===== config.mk =====
export PLATFORM = sky130hd
export DESIGN_NAME = name_hash_uuid
export DESIGN_NICKNAME = d
export VERILOG_FILES = /design/src/nhu_pkg.sv /design/src/name_hash_uuid.sv /design/src/nhu_hash_core.sv
export SDC_FILE = /design/constraint.sdc
export NUM_CORES = 1
export LEC_CHECK = 0
export ABC_CLOCK_PERIOD_IN_PS = 7040
export BUFFER_PORTS_ARGS = -buffer_cell sky130_fd_sc_hd__buf_4
export CAP_MARGIN = 0
export CORE_MARGIN = 5
export CORE_UTILIZATION = 33
export DETAILED_ROUTE_END_ITERATION = 6
export PLACE_DENSITY = 0.49
export SKIP_LAST_GASP = 1
export SYNTH_ARGS = -nofsm -noshare
export SYNTH_HDL_FRONTEND = slang
export SYNTH_HIERARCHICAL = 1
export SYNTH_SLANG_ARGS = --single-unit

===== constraint.sdc =====
create_clock -name aclk -period 7.04 [get_ports aclk]
set_input_delay 0.704 -clock aclk [delete_from_list [all_inputs] [get_ports aclk]]
set_output_delay 0.704 -clock aclk [all_outputs]
set_load 0.01 [all_outputs]

===== src/nhu_pkg.sv =====
// Shared types, constants and hash step functions for the name hash identifier block.
package nhu_pkg;

    // Seeds and mixing constants.
    localparam logic [63:0] FNV_BASIS = 64'hcbf29ce484222325;
    localparam logic [63:0] FNV_PRIME = 64'd1099511628211;
    localparam logic [63:0] GOLDEN_K  = 64'h9e3779b97f4a7c15;

    // Version and variant marks of the identifier.
    localparam logic [7:0] VERSION_KEEP = 8'h0f;
    localparam logic [7:0] VERSION_SET  = 8'h50;
    localparam logic [7:0] VARIANT_KEEP = 8'h3f;
    localparam logic [7:0] VARIANT_SET  = 8'h80;

    // Control handed from the input stage to the hash core.
    typedef struct packed {
        logic step;     // the staged item moves on this cycle
        logic present;  // the staged item carries a byte
        logic last;     // the staged item ends the name
    } hash_ctl_t;

    // FNV-1a step. The prime is 2^40 + 0x1b3, so the multiply is a sum of shifts.
    function automatic logic [63:0] fnv_step(input logic [63:0] acc, input logic [7:0] b);
        logic [63:0] x;
        x = acc ^ {56'd0, b};
        return (x << 40) + (x << 8) + (x << 7) + (x << 5) + (x << 4) + (x << 1) + x;
    endfunction

    // Add-shift-xor mix step.
    function automatic logic [63:0] mix_step(input logic [63:0] acc, input logic [7:0] b);
        return acc ^ ({56'd0, b} + GOLDEN_K + (acc << 6) + (acc >> 2));
    endfunction

endpackage


===== src/name_hash_uuid.sv =====
// Top level of the name hash identifier block: input stage, hash core and result register.
//
//   Channel  Direction  Ports                                    Moves
//   s_       in         s_name_byte, s_byte_present, s_last_byte one name byte per transfer
//   m_       out        m_id_first_half, m_id_second_half        one identifier per name
//
// One byte per cycle is sustained unless an item that ends a name waits on a full result
// register. A byte is registered on its transfer and folded when the staged item moves on;
// its identifier passes from the input stage through the result register to m_.
// The accumulator update is one shift-add tree per accumulator.
// Reset (aresetn low, synchronous) empties both stages and loads the seeds.
// A stalled m_ holds back only items that end a name; other bytes keep flowing until one reaches the input stage.
module name_hash_uuid (
    input  logic        aclk,
    input  logic        aresetn,
    input  logic        s_valid,
    output logic        s_ready,
    input  logic [7:0]  s_name_byte,
    input  logic        s_byte_present,
    input  logic        s_last_byte,
    output logic        m_valid,
    input  logic        m_ready,
    output logic [63:0] m_id_first_half,
    output logic [63:0] m_id_second_half
);
    import nhu_pkg::*;

    logic        st_valid_reg;
    logic        st_valid_next;
    logic [7:0]  st_byte_reg;
    logic        st_present_reg;
    logic        st_last_reg;
    logic        out_valid_reg;
    logic        out_valid_next;
    logic [63:0] out_first_reg;
    logic [63:0] out_second_reg;
    logic        out_free;
    logic        st_advance;
    logic        emit;
    hash_ctl_t   ctl;
    logic [63:0] id_first;
    logic [63:0] id_second;

    // The staged item moves on unless it ends a name and the result register is full.
    always_comb begin
        out_free    = !out_valid_reg || m_ready;
        st_advance  = st_valid_reg && (!st_last_reg || out_free);
        emit        = st_advance && st_last_reg;
        s_ready     = !st_valid_reg || st_advance;
        ctl.step    = st_advance;
        ctl.present = st_present_reg;
        ctl.last    = st_last_reg;
    end

    // Input stage.
    always_comb begin
        st_valid_next = st_valid_reg;
        if (s_valid && s_ready) begin
            st_valid_next = 1'b1;
        end else if (st_advance) begin
            st_valid_next = 1'b0;
        end
    end

    always_ff @(posedge aclk) begin
        if (!aresetn) begin
            st_valid_reg <= 1'b0;
        end else begin
            st_valid_reg <= st_valid_next;
        end
    end

    always_ff @(posedge aclk) begin
        if (s_valid && s_ready) begin
            st_byte_reg    <= s_name_byte;
            st_present_reg <= s_byte_present;
            st_last_reg    <= s_last_byte;
        end
    end

    nhu_hash_core u_core (
        .aclk           (aclk),
        .aresetn        (aresetn),
        .ctl            (ctl),
        .name_byte      (st_byte_reg),
        .id_first_half  (id_first),
        .id_second_half (id_second)
    );

    // Result register.
    always_comb begin
        out_valid_next = out_valid_reg;
        if (emit) begin
            out_valid_next = 1'b1;
        end else if (m_ready) begin
            out_valid_next = 1'b0;
        end
    end

    always_ff @(posedge aclk) begin
        if (!aresetn) begin
            out_valid_reg <= 1'b0;
        end else begin
            out_valid_reg <= out_valid_next;
        end
    end

    always_ff @(posedge aclk) begin
        if (emit) begin
            out_first_reg  <= id_first;
            out_second_reg <= id_second;
        end
    end

    assign m_valid          = out_valid_reg;
    assign m_id_first_half  = out_first_reg;
    assign m_id_second_half = out_second_reg;

`ifndef ASSERT_OFF
    // An item that ends a name and moves on leaves a result behind.
    a_emit_valid: assert property (@(posedge aclk) disable iff (!aresetn)
        emit |=> m_valid)
        else $error("identifier lost after end of name");

    // Every result carries version nibble 5.
    a_version: assert property (@(posedge aclk) disable iff (!aresetn)
        m_valid |-> (m_id_first_half[55:52] == 4'h5))
        else $error("version nibble missing");

    // Every result carries variant bits 10.
    a_variant: assert property (@(posedge aclk) disable iff (!aresetn)
        m_valid |-> (m_id_second_half[7:6] == 2'b10))
        else $error("variant bits missing");

    // An empty input stage always takes a transfer.
    a_stage_ready: assert property (@(posedge aclk) disable iff (!aresetn)
        !st_valid_reg |-> s_ready)
        else $error("empty input stage refused a transfer");
`endif

endmodule


===== src/nhu_hash_core.sv =====
// Hash accumulators with their update logic and identifier formatting.
module nhu_hash_core (
    input  logic              aclk,
    input  logic              aresetn,
    input  nhu_pkg::hash_ctl_t ctl,
    input  logic [7:0]        name_byte,
    output logic [63:0]       id_first_half,
    output logic [63:0]       id_second_half
);
    import nhu_pkg::*;

    logic [63:0] fnv_accum_reg;
    logic [63:0] fnv_accum_next;
    logic [63:0] mix_accum_reg;
    logic [63:0] mix_accum_next;
    logic [63:0] fnv_absorbed;
    logic [63:0] mix_absorbed;
    logic [7:0]  version_byte;
    logic [7:0]  variant_byte;

    // Fold the staged byte into both accumulators when it is present.
    always_comb begin
        fnv_absorbed = ctl.present ? fnv_step(fnv_accum_reg, name_byte) : fnv_accum_reg;
        mix_absorbed = ctl.present ? mix_step(mix_accum_reg, name_byte) : mix_accum_reg;
    end

    // The end of a name returns both accumulators to their seeds.
    always_comb begin
        fnv_accum_next = fnv_accum_reg;
        mix_accum_next = mix_accum_reg;
        if (ctl.step) begin
            if (ctl.last) begin
                fnv_accum_next = FNV_BASIS;
                mix_accum_next = FNV_PRIME;
            end else begin
                fnv_accum_next = fnv_absorbed;
                mix_accum_next = mix_absorbed;
            end
        end
    end

    always_ff @(posedge aclk) begin
        if (!aresetn) begin
            fnv_accum_reg <= FNV_BASIS;
            mix_accum_reg <= FNV_PRIME;
        end else begin
            fnv_accum_reg <= fnv_accum_next;
            mix_accum_reg <= mix_accum_next;
        end
    end

    // Stamp the version nibble into bits 55:52 of the first half and the variant bits into bits 7:6 of the second half.
    always_comb begin
        version_byte   = (fnv_absorbed[55:48] & VERSION_KEEP) | VERSION_SET;
        variant_byte   = (mix_absorbed[7:0] & VARIANT_KEEP) | VARIANT_SET;
        id_first_half  = {fnv_absorbed[63:56], version_byte, fnv_absorbed[47:0]};
        id_second_half = {mix_absorbed[63:8], variant_byte};
    end

endmodule


=== Yosys cells after proc, flatten, opt, wreduce, memory -nomap -nowiden ===
Index checks and enable logic that the tools add are counted.

* Register bits: 262
* Logic and storage cells: 43

* Add/sub/neg operators: 9
* Muxes and demuxes: 8
* Reductions and logical operators: 13
* Bitwise logic cells: 2

{| class="wikitable"
|+ Operator list
! kind !! count
|-
| 64-bit adder || 7
|-
| 64-bit 2-to-1 mux || 4
|-
| 64-bit by 62-bit adder with 64-bit output || 1
|-
| 8-bit by 64-bit adder with 64-bit output (second input constant) || 1
|-
| 64-bit bitwise XOR || 1
|-
| 64-bit by 8-bit bitwise XOR with 64-bit output || 1
|-
| 2-bit nonzero test || 3
|-
| 1-bit 2-to-1 mux || 4
|-
| 1-bit logical AND || 3
|-
| 1-bit zero test || 3
|-
| 1-bit logical OR || 3
|-
| 2-bit AND reduction || 1
|}

=== Longest topological paths before layout ===
Gate-level depths: netlist (run 1).

* Depth in word-level cells: 9
* Mapped depth: 22
* Mapped depth without buffers: 22

=== Cells and area by module ===
Netlist (run 1), hierarchy kept.

{| class="wikitable"
|+ By module, submodules not included
! module !! area each (sq um) !! cells an instance !! times used !! sequential area each (sq um)
|-
| nhu_hash_core || 22,248.8 || 2,772 || 1 || 2,562.5
|-
| name_hash_uuid || 4,261.6 || 150 || 1 || 4,184.0
|}

=== Worst setup path after synthesis (run 1) ===
OpenSTA, ideal clock, no wires.

* Path type: input to register
* Start: in m_ready
* End: reg out_first_reg[0] (netlist: m_id_first_half[0]) (enable)
* Buffers on the path: 0
* Slack: 0.225 ns
* Required time: 6.424 ns
* Cell stages on the path: 2
* Arrival time: 6.199 ns
* Path through: and2b_1 > nor2_1

* Longest elaborated chain between the ends: 4

{| class="wikitable"
|+ RTL lines
! element !! RTL line !! source
|-
| start: declaration || name_hash_uuid.sv:22 || <nowiki>input logic m_ready,</nowiki>
|-
| 1-bit logical OR || name_hash_uuid.sv:46 || <nowiki>out_free = !out_valid_reg || m_ready;</nowiki>
|-
| 1-bit logical OR || name_hash_uuid.sv:47 || <nowiki>st_advance = st_valid_reg && (!st_last_reg || out_free);</nowiki>
|-
| 1-bit logical AND || name_hash_uuid.sv:47 ||
|-
| 1-bit logical AND || name_hash_uuid.sv:48 || <nowiki>emit = st_advance && st_last_reg;</nowiki>
|-
| via emit || name_hash_uuid.sv:39 || <nowiki>logic emit;</nowiki>
|-
| end signal: assignment || name_hash_uuid.sv:110 || <nowiki>out_first_reg <= id_first;</nowiki>
|-
| end: declaration || name_hash_uuid.sv:35 || <nowiki>logic [63:0] out_first_reg;</nowiki>
|}

The timed path passes the listed nets, and every way through them passes these cells.
A chain may end at the register's enable or synchronous reset.

=== Worst setup path in the final report (run 1) ===
* Start: reg st_byte_reg[0]
* End: reg out_first_reg[58] (netlist: m_id_first_half[58]) (data pin)

* Longest elaborated chain between the ends: 8

{| class="wikitable"
|+ RTL lines
! element !! RTL line !! source
|-
| start: declaration || name_hash_uuid.sv:30 || <nowiki>logic [7:0] st_byte_reg;</nowiki>
|-
| start signal: assignment || name_hash_uuid.sv:75 || <nowiki>st_byte_reg <= s_name_byte;</nowiki>
|-
| 64-bit by 8-bit bitwise XOR with 64-bit output (*) || nhu_pkg.sv:25 || <nowiki>x = acc ^ {56'd0, b};</nowiki>
|-
| 64-bit adder (5 in series) || nhu_pkg.sv:26 || <nowiki>return (x << 40) + (x << 8) + (x << 7) + (x << 5) + (x << 4) + (x << 1) + x;</nowiki>
|-
| 64-bit adder (*) || nhu_pkg.sv:26 ||
|-
| 64-bit 2-to-1 mux (*) || nhu_hash_core.sv:23 || <nowiki>fnv_absorbed = ctl.present ? fnv_step(fnv_accum_reg, name_byte) : fnv_accum_reg;</nowiki>
|-
| via id_first[58] || name_hash_uuid.sv:41 || <nowiki>logic [63:0] id_first;</nowiki>
|}

The timed path passes the listed nets; every way through them passes the cells marked *. The select of a mux whose other input is x is not followed.

==> metrics.yaml, run 1 <==
setup_path:
  start_kind: "flip-flop"
  cp.required_ps: 7340
  critPathCaptureType: "flip-flop"
  cp_slowest_cell: "a2111oi_0"
  arrival_ps: 6670
  path_cells: "xor2_1 -> inv_1 -> xnor2_1 -> inv_1 -> ha_1 -> or2_2 -> fa_1 -> ha_1 -> ha_1 -> ha_1 -> a211oi_1 -> o21ai_0 -> nand3_1 -> a31oi_1 -> a21oi_2 -> a2111oi_0 -> o211ai_1 -> o21bai_1 -> xor2_1 -> mux2_2"
  criticalPathCategory: "reg2reg"
  rr_startpoint: "st_byte_reg[0]"
  critPathBufInv: 2
  reg2reg_slack_ps: 670
  path_max_fanout: 5
  reg2regPathDepth: 20
  cpLargestDelayFamily: "compound AO/OA/AOI/OAI gates"
  cpMostUsedCell: "ha_1"
  r2r-end: "m_id_first_half[58]"
  critPathMaxStageDelay_ps: 640
floorplan:
  initial_core_util: 0.3307
  dieArea_mm2: 0.08610
  fp.coreArea_mm2: 0.08016
  die_h_um: 293.4
  io-pin-count: 144
  fp.dieW_um: 293.4
  rows: 104
global_route:
  grt_max_degree: 129
  grt_pass1_vias: 21390
  grt-ovfl-total: 0
  grt_pass1_wl_mm: 130.6
  antenna_found_initial: 3
  track_usage: 0.1947
clock_network:
  cts_tree: "done"
  ctsHoldBuffers: 0
  cts_resized: 0
  clk_pin_slew_worst_paths_ps: 60
  insertion_delay_ps: 570
  htree_levels: 2
  root_buffer: "clkbuf_16"
  cts_setup_buffers: 0
  cts_buffers: 35
  clockBufferDepth: 3
  clock-sinks: 268
logic_synthesis:
  yosys.area_share.simple: 0.1132
  yosysWarnings: 6
  synth-main-ff-cell: "edfxtp_1"
  ys_async_sr_fraction: 0
  synth_top_area_frac: 0.1873
  yosys.cell_types.count: 93
  synth_area_mm2: 0.02651
  synth_seq_cells: 268
  synth_compound_area_frac: 0.1606
  synth_edf_count: 138
  synth_cells: 2922
  yosysTopAreaCell: "fa_1"
  ys_seq_area_frac: 0.2545
  synthAdderAreaFrac: 0.2968
  synth_xor_xnor_area_share: 0.06079
  synth_area_leaders: "fa_1 (19%), edfxtp_1 (16%), ha_1 (11%)"
  avgSynthCellArea_um2: 9.073
  muxShareOfSynthArea: 0.01657
  synth_top_family_by_area: "adder cells"
route:
  viasPerCell: 5.174
  vias: 21180
  dr.pass1.iters: 7
  antenna_left: 0
  finalWirelength_mm: 85.14
  drt_iter0_drc: 1359
  wl_per_cell_um: 20.80
  post-route-drc-count: 0
sta:
  finalCritPeriodShare: 0.9045
  tightest_slew_ps: 1241
  slew_viol_final: 0
  max_slew_margin: 0.1706
  rsz0062_at_grt: "false"
  timing.setup.tns_ps: 0
  fin_worst_skew_ps: 29.95
  fin_crit_ps: 6368
  final-hold-violation-count: 0
  setup_violations: 0
  max_freq_mhz: 157.0
placed_design:
  port-buffer-count: 143
  dp_hpwl_mm: 65.92
  globalplace.congestion: 0.9044
finish:
  multi_input_area_mm2: 0.01723
  area_growth_pct: 12.78
  seq_area_mm2: 0.006746
  fillers: 8220
  layout.nets: 3500
  layout-drive-gt1-share: 0.09265
run_status:
  status: "finished clean"
min_path:
  min-delay-start: "s_byte_present"
  min_to: "st_present_reg"
  hold_path_class: "in2reg"
  holdPathStages: 1
run:
  maxCapViolCount: 0
cells in the mapped netlist (all sizes together), types with 12 or more instances:
master,count
or4,12
clkbuf,97
a211oi,12
o31ai,20
xnor2,143
a21o,78
inv,551
nor4,14
a22o,16
a21oi,164
nand3,60
mux2,20
o211ai,18
o21bai,32
o21ai,118
or3,14
and2,18
nand4,45
nand2b,14
buf,27
a22oi,36
mux2i,21
nor2,150
edfxtp,138
and3,21
ha,232
nand2,218
nor3,29
dfxtp,130
xor2,41
a31oi,17
o22ai,18
fa,248
o21a,18
through the flow:
step / setup slack [ps] / cells / area (um2) / hold slack [ps] / util
2_1_floorplan: 224.6 / 2926 / 26530 / 444.9 / -
3_3_place_gp: 812.1 / 4029 / 28640 / 461.6 / 0.3573
3_5_place_dp: 721.1 / 4029 / 28640 / 471.0 / 0.3573
4_1_cts: 653.6 / 4093 / 29890 / 277.8 / 0.3730
5_1_grt: 223.9 / 4093 / 29890 / 289.9 / 0.3730
6_report: 672.3 / 4094 / 29900 / 316.3 / 0.3730
cell usage in the layout, fill, tap and decap left out, types with 41 or more instances in the layout:
| master | netlist | layout |
|---|---|---|
| nand3_1 | 60 | 60 |
| inv_1 | 549 | 549 |
| o21ai_0 | 111 | 111 |
| nand4_1 | 45 | 45 |
| ha_1 | 232 | 232 |
| dfxtp_1 | 130 | 130 |
| edfxtp_1 | 138 | 138 |
| fa_1 | 248 | 248 |
| nand2_1 | 218 | 218 |
| xor2_1 | 41 | 41 |
| a21o_1 | 77 | 77 |
| a21oi_1 | 161 | 161 |
| buf_4 | 6 | 166 |
| xnor2_1 | 143 | 143 |
| nor2_1 | 149 | 146 |
how the worst max path moves through the flow:
stage,endpoint,cells after the start,startpoint,slack (ps)
finish,m_id_first_half[58],20,st_byte_reg[0],670
global placement,m_id_first_half[58],20,st_byte_reg[0],810
global route,m_id_first_half[59],22,st_byte_reg[0],220
floorplan,m_id_first_half[0],2,m_ready,220
CTS,m_id_first_half[58],20,st_byte_reg[0],650
detailed placement,m_id_first_half[58],20,st_byte_reg[0],720
final cells by class:
class	count	share of cell area
multi-input cells	1982	0.5764
flip-flops and latches	268	0.2257
inverters	552	0.06930
well taps	1060	0.04436
repair buffers	167	0.04235
clock buffers	43	0.03202
clock inverters	21	0.009877
diodes	1	0.00008370
kinds of logic after synthesis:
group,Yosys count
buffers and inverters,676
adders and majority gates,480
other,2
AOI/OAI and AO/OA,641
xor gates and xnor gates,184
DFF,268
muxes,41
and+or+nand+nor,630
metal layers:
metal	GRT usage	routed length [um]	vias up
li1	-	-	9983
met4	0.03596	1522	0
met3	0.02683	4250	81
met5	0	0	-
met2	0.3080	37980	531
met1	0.2879	41380	10590
Power of run 1 is left out: the tool's default activity adds up to more than one toggle a clock period on the data nets, which glitch-free logic cannot reach.
==> run 2: changes to the inputs <==
--- a/config.mk
+++ b/config.mk
@@ -9,9 +9,9 @@
 export BUFFER_PORTS_ARGS = -buffer_cell sky130_fd_sc_hd__buf_4
 export CAP_MARGIN = 0
 export CORE_MARGIN = 5
-export CORE_UTILIZATION = 33
+export CORE_UTILIZATION = 53
 export DETAILED_ROUTE_END_ITERATION = 6
-export PLACE_DENSITY = 0.49
+export PLACE_DENSITY = 0.72
 export SKIP_LAST_GASP = 1
 export SYNTH_ARGS = -nofsm -noshare
 export SYNTH_HDL_FRONTEND = slang
==> run 2 against run 1 <==
Net effect:
- flip-flop and latch count did not move
- hold slack got worse by 53 ps
- critical endpoint is now m_id_first_half[62]
- count of clock-buffer cells in the layout fell by 7
- register-to-register slack got worse by 130 ps
- die area fell by 37%
- cell area fell by 2.3%
- global-route usage rose by 8.6 points
- non-clock buffer count fell by 3
- via count rose by 0.80%
- fmax fell by 2.0%
- largest cell class unchanged
==> metrics.yaml, run 2 (same netlist as run 1, synthesis figures left out) <==
run_status:
  status: "finished clean"
setup_path:
  cp_slowest_cell: "a2111oi_0"
  arrival_ps: 6860
  reg2reg_slack_ps: 540
  cp.required_ps: 7400
  cpMostUsedCell: "ha_1"
  critPathMaxStageDelay_ps: 890
  critPathCaptureType: "flip-flop"
  cpLargestDelayFamily: "compound AO/OA/AOI/OAI gates"
  path_cells: "xor2_1 -> inv_1 -> xnor2_1 -> inv_1 -> ha_1 -> or2_2 -> fa_1 -> ha_1 -> ha_1 -> ha_1 -> a211oi_1 -> o21ai_0 -> nand3_1 -> a31oi_1 -> a21oi_2 -> a2111oi_0 -> or2_1 -> o211ai_1 -> a21o_1 -> a31o_2"
  critPathBufInv: 2
  criticalPathCategory: "reg2reg"
  start_kind: "flip-flop"
  path_max_fanout: 5
route:
  viasPerCell: 5.777
  vias: 21350
  drt_iter0_drc: 1499
  dr.pass1.iters: 5
  finalWirelength_mm: 76.34
  wl_per_cell_um: 20.65
  antenna_left: 0
  post-route-drc-count: 0
global_route:
  antenna_found_initial: 0
  grt_pass1_vias: 21920
  grt_pass1_wl_mm: 120.7
  grt_max_degree: 148
  track_usage: 0.2806
  grt-ovfl-total: 0
run:
  maxCapViolCount: 0
clock_network:
  clockBufferDepth: 3
  clk_pin_slew_worst_paths_ps: 60
  cts_buffers: 31
  cts_resized: 0
  htree_levels: 1
  cts_setup_buffers: 0
  ctsHoldBuffers: 0
  cts_tree: "done"
  root_buffer: "clkbuf_16"
  insertion_delay_ps: 620
  clock-sinks: 268
sta:
  rsz0062_at_grt: "false"
  timing.setup.tns_ps: 0
  finalCritPeriodShare: 0.9233
  setup_violations: 0
  final-hold-violation-count: 0
  tightest_slew_ps: 1041
  max_slew_margin: 0.3033
  fin_crit_ps: 6500
  fin_worst_skew_ps: 35.25
  slew_viol_final: 0
  timing.final.ws_setup_ps: 539.7
  max_freq_mhz: 153.8
floorplan:
  io-pin-count: 144
  rows: 82
  die_h_um: 233.7
  dieArea_mm2: 0.05459
  initial_core_util: 0.5317
  fp.coreArea_mm2: 0.04986
  fp.dieW_um: 233.7
finish:
  area_growth_pct: 10.19
  layout_commonest_cell: "inv_1"
  fin_cells: 3696
  layout_common_cells: "inv_1 (549), fa_1 (248), ha_1 (232)"
  layout.nets: 3493
  antenna_cells: 0
  layout-drive-gt1-share: 0.09061
placed_design:
  globalplace.congestion: 0.9691
  pre_cts_ws_ps: 763.3
  dp_cells: 3638
  port-buffer-count: 143
  dp_hpwl_mm: 59.13
min_path:
  hold_path_class: "in2reg"
-- run 2: through the flow --
step                        util  hold slack (ps)  cell area [um2]
after floorplan                -            444.9            26530
after global placement    0.5642            458.9            28130
after detailed placement  0.5642            465.7            28130
after CTS                 0.5858            239.5            29210
after global routing      0.5858            244.9            29210
final                     0.5858            263.5            29210
-- run 2: final timing paths --
path | start | depth (start not counted) | end
min reg2reg | u_core/fnv_accum_reg[26] | 2 | u_core/fnv_accum_reg[26]
max | st_byte_reg[0] | 20 | m_id_first_half[62]
min | s_name_byte[2] | 1 | st_byte_reg[2]
max reg2reg | st_byte_reg[0] | 20 | m_id_first_half[62]
-- run 2: cell type report --
cell class | instances | area [um2]
Clock buffer | 36 | 804.5
Clock inverter | 22 | 275.3
Fill cell | 4438 | 20650
Inverter | 552 | 2072
Multi-Input combinational cell | 1982 | 17230
Sequential cell | 268 | 6746
Tap cell | 672 | 840.8
Timing Repair Buffer | 164 | 1244
-- run 2: routing by layer --
metal  up-vias  part of all wire  track usage
li1       9956                 -            -
met1     10440              0.41       0.3605
met2       765              0.48       0.4703
met3       192             0.068      0.04801
met4         0             0.047       0.1175
met5         -                 0            0
Power of run 2 is left out for the same reason.
==> run 3: changes to the inputs <==
--- a/config.mk
+++ b/config.mk
@@ -11,7 +11,7 @@
 export CORE_MARGIN = 5
 export CORE_UTILIZATION = 53
 export DETAILED_ROUTE_END_ITERATION = 6
-export PLACE_DENSITY = 0.72
+export PLACE_DENSITY = 0.73
 export SKIP_LAST_GASP = 1
 export SYNTH_ARGS = -nofsm -noshare
 export SYNTH_HDL_FRONTEND = slang
==> run 3 against run 2 <==
Net effect:
- flip-flop and latch count unchanged
- hold slack better by 13 ps
- critical path depth stayed put
- die area stayed put
- sequential share of layout area rose by 0.14 points
==> metrics.yaml, run 3 (same netlist as run 1, synthesis figures left out) <==
sta:
  max_freq_mhz: 157.8
  fin_worst_skew_ps: 36.83
  timing.setup.tns_ps: 0
  finalCritPeriodShare: 0.8999
  fin_crit_ps: 6335
  rsz0062_at_grt: "false"
  final-hold-violation-count: 0
  max_slew_margin: 0.2368
  tightest_slew_ps: 1141
  slew_viol_final: 0
  setup_violations: 0
finish:
  layout_commonest_cell: "inv_1"
  fillers: 4444
  layout.nets: 3489
  seq_area_mm2: 0.006746
  layout_common_cells: "inv_1 (549), fa_1 (248), ha_1 (232)"
  area_growth_pct: 9.529
  fin_util: 0.5823
  final_area_mm2: 0.02904
  fin_cells: 3690
  antenna_cells: 0
  multi_input_area_mm2: 0.01723
  layout-drive-gt1-share: 0.08814
route:
  drt_iter0_drc: 1890
  post-route-drc-count: 0
  finalWirelength_mm: 75.66
  dr.pass1.iters: 6
  viasPerCell: 5.779
  vias: 21330
  wl_per_cell_um: 20.50
  antenna_left: 0
global_route:
  gr-max-usage-layer: "met2"
  grt_max_degree: 185
  grt_use_met1: 0.3565
  grt_pass1_vias: 21910
  antenna_found_initial: 0
  grt-ovfl-total: 0
  track_usage: 0.2748
  grt_use_met2: 0.4811
  grt_pass1_wl_mm: 119.2
  grt_util_met3: 0.03756
clock_network:
  clock-sinks: 268
  clockBufferDepth: 3
  cts_tree: "done"
  insertion_delay_ps: 600
  htree_levels: 1
  ctsHoldBuffers: 0
  root_buffer: "clkbuf_16"
  cts_setup_buffers: 0
  cts_resized: 0
  clk_pin_slew_worst_paths_ps: 60
  cts_buffers: 29
setup_path:
  start_kind: "flip-flop"
  reg2reg_slack_ps: 700
  rr_startpoint: "st_byte_reg[0]"
  critPathCaptureType: "flip-flop"
  cp.required_ps: 7360
  r2r-end: "m_id_first_half[58]"
  criticalPathCategory: "reg2reg"
  path_max_fanout: 5
  arrival_ps: 6660
  reg2regPathDepth: 20
min_path:
  min-delay-start: "s_name_byte[6]"
  holdPathStages: 1
  min_to: "st_byte_reg[6]"
  hold_path_class: "in2reg"
floorplan:
  initial_core_util: 0.5317
  rows: 82
  fp.coreArea_mm2: 0.04986
  io-pin-count: 144
  die_h_um: 233.7
  fp.dieW_um: 233.7
  dieArea_mm2: 0.05459
run:
  maxCapViolCount: 0
placed_design:
  globalplace.congestion: 0.9672
  placed_area_mm2: 0.02812
  dp_cells: 3636
  dp_hpwl_mm: 58.70
  port-buffer-count: 143
run_status:
  status: "finished clean"
==> run 3: layout make-up <==
type / instances / area share
multi-input combinational: 1982 / 0.5934
sequential: 268 / 0.2323
inverter: 552 / 0.07136
timing repair buffer: 162 / 0.04231
tap: 672 / 0.02896
clock buffer: 37 / 0.02672
clock inverter: 17 / 0.004955
==> run 3: critical path, stage by stage, from the launching register on <==
cell and delay, ps:
edfxtp_1 420, xor2_1 430, inv_1 210, xnor2_1 250
inv_1 80, ha_1 190, or2_2 310, fa_1 430
ha_1 310, ha_1 280, ha_1 340, o21ai_0 140
o21ai_0 380, nand3_1 250, a31oi_1 410, a21oi_2 220
a2111oi_0 670, o211ai_1 190, o21bai_1 190, xor2_1 110
mux2_2 270
==> run 3: per-stage QoR <==
step,hold WS [ps],setup WS [ps]
after floorplan,444.9,224.6
after global placement,458.7,1003
after detailed placement,460.5,836.0
after CTS,252.9,794.7
after global routing,257.1,342.6
final,276.7,704.8
==> run 3: per-layer routing <==
layer | wire (um) | up-vias
li1 | - | 9970
met1 | 31550 | 10460
met2 | 37160 | 746
met3 | 4663 | 151
met4 | 2292 | 0
met5 | 0 | -
==> run 3: worst max-delay path by stage <==
stage | start | end
CTS | st_byte_reg[0] | m_id_first_half[62]
floorplan | m_ready | m_id_first_half[0]
global route | st_byte_reg[0] | m_id_first_half[62]
finish | st_byte_reg[0] | m_id_first_half[58]
global placement | st_byte_reg[0] | m_id_first_half[62]
detailed placement | st_byte_reg[0] | m_id_first_half[62]
Power of run 3 is left out for the same reason.
